[src/sv/cfc_pkg.sv]
// Shared types and constants for the control frame checker.
`default_nettype none
package cfc_pkg;

   localparam int DataBytes  = 16;
   localparam int FrameBytes = DataBytes + 5;
   localparam int DataStart  = 3;
   localparam int PosWidth   = $clog2(FrameBytes + 1);
   localparam int IdxWidth   = $clog2(DataBytes);
   localparam int Words      = DataBytes / 4;
   localparam int AddrWidth  = 4;

   localparam logic [PosWidth-1:0] PosHead  = PosWidth'(0);
   localparam logic [PosWidth-1:0] PosFunc  = PosWidth'(1);
   localparam logic [PosWidth-1:0] PosLen   = PosWidth'(2);
   localparam logic [PosWidth-1:0] PosData  = PosWidth'(DataStart);
   localparam logic [PosWidth-1:0] PosCheck = PosWidth'(DataStart + DataBytes);
   localparam logic [PosWidth-1:0] PosFull  = PosWidth'(FrameBytes);
   localparam logic [7:0]          LenValue = 8'(DataBytes);

   typedef enum logic [1:0] {
      REG_HEAD    = 2'd0,
      REG_TAIL    = 2'd1,
      REG_CONTROL = 2'd2
   } reg_index_type;

   typedef enum logic [2:0] {
      ERR_OK       = 3'd0,
      ERR_SHORT    = 3'd1,
      ERR_HEAD     = 3'd2,
      ERR_TAIL     = 3'd3,
      ERR_FUNCTION = 3'd4,
      ERR_LENGTH   = 3'd5,
      ERR_CHECKSUM = 3'd6
   } err_type;

   typedef struct packed {
      logic [7:0] head_byte;
      logic [7:0] tail_byte;
      logic [7:0] control_code;
   } cfg_type;

   typedef struct packed {
      logic                  frame_ok;
      err_type               error_code;
      logic [Words-1:0][31:0] words;
   } result_type;

endpackage
`default_nettype wire

[src/sv/cfc_deframer.sv]
// Per-byte frame state, payload capture and the verdict at buffer end.
`default_nettype none
module cfc_deframer (
   input  wire logic                clock,
   input  wire logic                reset,
   input  wire logic                step_en,
   input  wire logic [7:0]          rx_byte,
   input  wire logic                buffer_end,
   input  cfc_pkg::cfg_type         cfg,
   output cfc_pkg::result_type      result
);

   logic [cfc_pkg::PosWidth-1:0] pos_ff, pos_in;
   logic [7:0]                   sum_ff, sum_in;
   logic [2:0]                   flags_ff, flags_in;
   logic [7:0]                   check_ff, check_in;
   logic [7:0]                   tail_ff, tail_in;
   logic [7:0]                   payload_ff [cfc_pkg::DataBytes];
   logic [7:0]                   payload_now [cfc_pkg::DataBytes];
   logic                         keep;
   logic                         is_data;
   logic [cfc_pkg::PosWidth-1:0] data_off;
   logic [cfc_pkg::IdxWidth-1:0] data_idx;
   cfc_pkg::err_type             err;

   assign keep     = pos_ff < cfc_pkg::PosFull;
   assign is_data  = keep && pos_ff >= cfc_pkg::PosData && pos_ff < cfc_pkg::PosCheck;
   assign data_off = pos_ff - cfc_pkg::PosData;
   assign data_idx = data_off[cfc_pkg::IdxWidth-1:0];

   // state as it stands once this byte is taken in
   always_comb begin
      pos_in   = pos_ff;
      sum_in   = sum_ff;
      flags_in = flags_ff;
      check_in = check_ff;
      tail_in  = tail_ff;
      if (keep) begin
         pos_in = pos_ff + 1'b1;
         if (pos_ff == cfc_pkg::PosHead) begin
            if (rx_byte != cfg.head_byte) flags_in[0] = 1'b1;
            sum_in = sum_ff + rx_byte;
         end else if (pos_ff == cfc_pkg::PosFunc) begin
            if (rx_byte != cfg.control_code) flags_in[1] = 1'b1;
            sum_in = sum_ff + rx_byte;
         end else if (pos_ff == cfc_pkg::PosLen) begin
            if (rx_byte != cfc_pkg::LenValue) flags_in[2] = 1'b1;
         end else if (is_data) begin
            sum_in = sum_ff + rx_byte;
         end else if (pos_ff == cfc_pkg::PosCheck) begin
            check_in = rx_byte;
         end else begin
            tail_in = rx_byte;
         end
      end
   end

   always_comb begin
      for (int i = 0; i < cfc_pkg::DataBytes; i++) begin
         payload_now[i] = payload_ff[i];
      end
      if (is_data) payload_now[data_idx] = rx_byte;
   end

   // first fault wins
   always_comb begin
      if (pos_in != cfc_pkg::PosFull)        err = cfc_pkg::ERR_SHORT;
      else if (flags_in[0])                  err = cfc_pkg::ERR_HEAD;
      else if (tail_in != cfg.tail_byte)     err = cfc_pkg::ERR_TAIL;
      else if (flags_in[1])                  err = cfc_pkg::ERR_FUNCTION;
      else if (flags_in[2])                  err = cfc_pkg::ERR_LENGTH;
      else if (check_in != ~sum_in)          err = cfc_pkg::ERR_CHECKSUM;
      else                                   err = cfc_pkg::ERR_OK;
   end

   always_comb begin
      result.frame_ok   = (err == cfc_pkg::ERR_OK);
      result.error_code = err;
      for (int k = 0; k < cfc_pkg::Words; k++) begin
         if (err == cfc_pkg::ERR_OK) begin
            result.words[k] = {payload_now[4*k+3], payload_now[4*k+2],
                               payload_now[4*k+1], payload_now[4*k]};
         end else begin
            result.words[k] = 32'd0;
         end
      end
   end

   always_ff @(posedge clock) begin
      if (reset) begin
         pos_ff   <= '0;
         sum_ff   <= '0;
         flags_ff <= '0;
         check_ff <= '0;
         tail_ff  <= '0;
      end else if (step_en) begin
         if (buffer_end) begin
            pos_ff   <= '0;
            sum_ff   <= '0;
            flags_ff <= '0;
            check_ff <= '0;
            tail_ff  <= '0;
         end else begin
            pos_ff   <= pos_in;
            sum_ff   <= sum_in;
            flags_ff <= flags_in;
            check_ff <= check_in;
            tail_ff  <= tail_in;
         end
      end
   end

   always_ff @(posedge clock) begin
      if (step_en && is_data) begin
         payload_ff[data_idx] <= rx_byte;
      end
   end

endmodule
`default_nettype wire

[config.mk]
export PLATFORM = sky130hd
export DESIGN_NAME = cfc_deframer
export DESIGN_NICKNAME = d
export VERILOG_FILES = /design/src/sv/cfc_pkg.sv /design/src/sv/cfc_deframer.sv
export SDC_FILE = /design/constraint.sdc
export NUM_CORES = 1
export LEC_CHECK = 0
export BUFFER_PORTS_ARGS = -buffer_cell sky130_fd_sc_hd__buf_2
export CAP_MARGIN = 0
export CORE_MARGIN = 3
export CORE_UTILIZATION = 53
export CTS_BUF_LIST = sky130_fd_sc_hd__clkbuf_4
export CTS_CLUSTER_SIZE = 40
export DETAILED_ROUTE_END_ITERATION = 10
export PLACE_DENSITY = 0.81
export SYNTH_ARGS = -nofsm -noshare
export SYNTH_HDL_FRONTEND = slang
export SYNTH_SLANG_ARGS = --single-unit
[constraint.sdc]
create_clock -name clock -period 6.11 [get_ports clock]
set_input_delay 0.3055 -clock clock [delete_from_list [all_inputs] [get_ports clock]]
set_output_delay 0.3055 -clock clock [all_outputs]
set_load 0.005 [all_outputs]
After elaboration in Yosys (flattened, before gate mapping)
Memory sizes are Yosys's and may differ from the RTL's.
Index checks and enable logic that the tools add are counted.
Word-level totals
  register bits after elaboration: 32
  bits in writable memories: 128
  bits of input ports: 36
  output and inout bits: 132
  word-level logic and storage cells: 79
  memories kept: 1
Operators by class
  add/subtract/negate cells: 3
  magnitude comparators: 5
  eq/ne operators: 9
  muxes and demuxes: 48
  bitwise gates (word level): 2
  reduce and logical (&&, ||, !) cells: 6
Memory list
  payload_ff: depth 16, bits a word 8, rd ports 16, clocked after Yosys merged registers in 0, wr ports 1, line cfc_deframer.sv:18  | logic [7:0] payload_ff [cfc_pkg::DataBytes];
Operator list (count)
  $mux 8: 21
  $bwmux 128: 1
  $mux 128: 1
  $mux 32: 4
  $demux 8 s4: 1
  $ne 8x8->1: 4
  $mux 3: 8
  $lt 5x5->1 const B: 2
  $mux 5: 2
  $mux 1: 9
  $add 8x8->8: 1
  $ne 8x5->1 const B: 1
  $not 8->8: 1
  $add 5x1->5 const B: 1
  $eq 5x1->1 const B: 1
  $eq 5x2->1 const B: 1
  $eq 5x5->1 const B: 1
  $ge 5x2->1 const B: 1
  $ge 5x5->1 const B: 1
  $logic_not 5->1: 1
  $lt 5x1->1 const B: 1
  $ne 5x5->1 const B: 1
  $not 4->5: 1
  $logic_and 1x1->1: 4
  3 further kinds: 3

Logic depth before layout (Yosys ltp)
  depth after elaboration: 18
  mapped depth: 15
  mapped depth without buffers: 11

Worst setup path before layout
No wires, ideal clock.
  kind: input-to-output
  start point: in rx_byte[1]
  end point: out result[22] (netlist bit)
  arrival time: 3.284 ns
  required time: 5.804 ns
  setup slack: 2.520 ns
  cell stages on the path: 15
  path buffers: 5
  cells stage by stage: clkbuf_1 > clkbuf_1 > inv_1 > clkbuf_1 > fa_1 > nand2b_1 > a21oi_1 > xor2_1 > xnor2_1 > nand3_1 > a2111oi_4 > nand4b_2 > buf_2 > buf_4 > nor2_1
RTL lines
  from (decl): line cfc_deframer.sv:7  | input wire logic [7:0] rx_byte,
  to (decl): line cfc_deframer.sv:10  | output cfc_pkg::result_type result

==> impl_metrics.env <==
export IMPL_status="completed"
export IMPL_cap_violations=0
export IMPL_cts_root_buf="clkbuf_4"
export IMPL_dp_cells=1153
export IMPL_layout_common_cells="nor2_1 (193), buf_2 (167), edfxtp_1 (128)"
export IMPL_min_path_type="input port to flip-flop"
export IMPL_worst_path_stages=12
export IMPL_syn_to_final_growth_pct=12.6
export IMPL_regArea_sq_um=4480
export IMPL_critPathCaptureType="output port"
export IMPL_final_common_cell="nor2_1"
export IMPL_worst_path_most_repeated_cell="buf_4"
export IMPL_seq_area_frac_synth_pct=51.5
export IMPL_fin_ws_ns=1.11
export IMPL_synth_top_area_cell="edfxtp_1"
export IMPL_syn_instance_count=821
export IMPL_vias=6695
export IMPL_grt_usage_pct=23.7
export IMPL_drv_slew=0
export IMPL_crit_chain="ha_1, nand2b_1, nor4b_2, buf_4, mux2i_1, xnor2_1, nand3_1, a2111oi_4, nand4b_4, buf_4, nor2_1, buf_2"
export IMPL_cts_tree="done"
export IMPL_cts_setup_buffers=0
export IMPL_antenna_found_initial=0
export IMPL_antenna_cells=0
export IMPL_grt_pass1_vias=6315
export IMPL_r2r_slack_ns=3.01
export IMPL_min_period_over_period_pct=81.8
export IMPL_post_route_util_pct=61.3
export IMPL_worst_slew_pin_slew_ns=1.17
export IMPL_power_density_nw_per_um2=194
export IMPL_dr_pass1_iters=6
export IMPL_r2r_cells=6
export IMPL_grt_max_degree=50
export IMPL_grt_pass1_wl_microns=33600
export IMPL_cts_resized=0
export IMPL_cp_start_kind="flip-flop"
export IMPL_multiInputGateArea_sq_um=3860
export IMPL_arrival_ns=4.69
export IMPL_yosysWarnings=0
export IMPL_required_ns=5.80
export IMPL_path_max_fanout=49
export IMPL_ys_types=65
export IMPL_cp_slowest_stage_delay_ns=0.56
export IMPL_synth_top_area_share_pct=44.2
export IMPL_timing_slew_headroom_pct=21.3
export IMPL_numCtsBuffers=17
export IMPL_synth_flop_cell="edfxtp_1"
export IMPL_rsz0062_at_grt="false"
export IMPL_period_minus_slack_ns=5.00
export IMPL_dieArea_sq_um=18000
export IMPL_htreeDepth=4
export IMPL_synth_cell_area_sq_um=8710
export IMPL_post_route_drc_count=0
export IMPL_p_leak_nw=4.29
export IMPL_drt_iter0_drc=455
export IMPL_avgSynthCellArea_sq_um=10.6
export IMPL_setup_tns_final_ns=0
export IMPL_viasPerCell=5.65
export IMPL_synth_fp_nets=870
export IMPL_dp_hpwl_microns=14600
export IMPL_ant_nets=0
export IMPL_port_buffers=167
export IMPL_critPathLaunch="pos_ff[0]"
export IMPL_die_width_microns=134
export IMPL_clock_sinks=160
export IMPL_drt_total_wl_microns=21900
export IMPL_dpl_worst_slack_ns=1.75
export IMPL_wl_per_cell_microns=18.5
export IMPL_clk_pin_slew_ns=0.13
export IMPL_finClkSkew_ns=0.0214
export IMPL_finalSetupViolCount=0
export IMPL_design_core_area_sq_um=16000
export IMPL_fmax_mhz=200
export IMPL_crit_path_top_delay_cell="dfxtp_1"
export IMPL_cts_hold_buf=0
export IMPL_finalHoldViolCount=0
export IMPL_r2r_end="payload_ff[14][2]"
export IMPL_insertion_delay_ns=0.56
export IMPL_synth_async_reset_ratio_pct=0
export IMPL_fillers=1331
export IMPL_drive_above_1_share_pct=22.8
export IMPL_row_count=46
export IMPL_peakVddDrop_mv=0.139
export IMPL_path_delay_family="simple AND/OR/NAND/NOR gates"
export IMPL_synth_seq_cells=160
export IMPL_synth_edf_count=128
export IMPL_crit_type="flip-flop to output port"
export IMPL_path_buf_inv=3
export IMPL_top_level_ports=168
export IMPL_synth_area_leaders="edfxtp_1 (44%), mux2i_1 (14%), nor2_1 (8.3%)"
export IMPL_chipHeight_microns=134
export IMPL_grt_remaining_overflow=0
export IMPL_stdcell_count=1185
export IMPL_start_util_pct=54.4
export IMPL_r2r_start="pos_ff[0]"
export IMPL_gp_congestion=0.876
export IMPL_crit_end="result[57]"
export IMPL_clock_path_buffers=2
export IMPL_fin_nets=1005
## cell usage after synthesis, types with 4 or more instances
library cell and instances:
nor2_1 193, edfxtp_1 128, mux2i_1 123, nand2_1 42
clkbuf_1 36, a21oi_1 32, dfxtp_1 32, xor2_1 29
a22oi_1 22, xnor2_1 13, ha_1 12, inv_1 12
buf_6 11, o21ai_0 11, nand2b_1 10, nor3_1 10
nor4_1 9, buf_2 8, and2_1 7, buf_1 5
nor2b_1 5, a211oi_1 4, and3_1 4, nand3_1 4
## kinds of logic (layout without fill, tap and decap cells)
logic type | after synthesis | in the layout | synth area share, %
xor+xnor | 42 | 42 | 4.23
mux | 124 | 124 | 14.3
simple gates | 305 | 305 | 15.5
buf+inv | 74 | 222 | 4.34
flops | 160 | 160 | 51.5
fa+ha+maj | 13 | 13 | 1.95
compound gates | 103 | 103 | 8.21
## how the worst min path moves through the flow
| stage | cells past startpoint | endpoint | startpoint |
|---|---|---|---|
| 3_5_place_dp | 2 | flags_ff[2] | flags_ff[2] |
| 3_3_place_gp | 2 | flags_ff[1] | flags_ff[1] |
| 6_report | 3 | flags_ff[2] | step_en |
| 2_1_floorplan | 0 | payload_ff[0][0] | rx_byte[0] |
| 4_1_cts | 3 | flags_ff[2] | step_en |
| 5_1_grt | 3 | flags_ff[1] | step_en |
## per-stage QoR
stage	total power, mW	hold WS [ns]	area, sq um
after floorplan	1.31	0.404	8710
after global placement	1.37	0.466	9580
after detailed placement	1.38	0.472	9580
after CTS	1.91	0.134	9810
after global routing	1.97	0.178	9810
final	1.90	0.187	9810
## metal layers
metal	GRT usage (%)	routed length (microns)	up-vias
li1	-	-	3180
met1	31.9	9370	3206
met2	39.8	10700	282
met3	4.05	1470	27
met4	7.01	321	0
met5	0	0	-
## flip-flops by register name (all words and copies together), names as in the netlist
| name | flops |
|---|---|
| payload_ff | 128 |
| check_ff | 8 |
| sum_ff | 8 |
| tail_ff | 8 |
| pos_ff | 5 |
| flags_ff | 3 |
## worst register-to-register path: cells and delay by family (launching register included)
family | cells | cell delay (ns)
and+or+nand+nor | 3 | 1.42
DFF | 1 | 0.56
adders and majority gates | 1 | 0.42
AOI/OAI and AO/OA | 2 | 0.35
## area by class of cell
cell class,count,share of cell area (%)
Clock buffer,19,1.45
Tap cell,216,2.76
Sequential cell,160,45.7
Inverter,12,0.459
Timing Repair Buffer,178,9.36
Multi-Input combinational cell,587,39.3
Clock inverter,13,0.906
## power by group
part / internal [mW] / switching (mW)
clock network: 0.169 / 0.377
registers: 1.18 / 0.00533
logic: 0.0582 / 0.114
total: 1.41 / 0.496
Note: power is estimated with default switching activity, not from simulation.
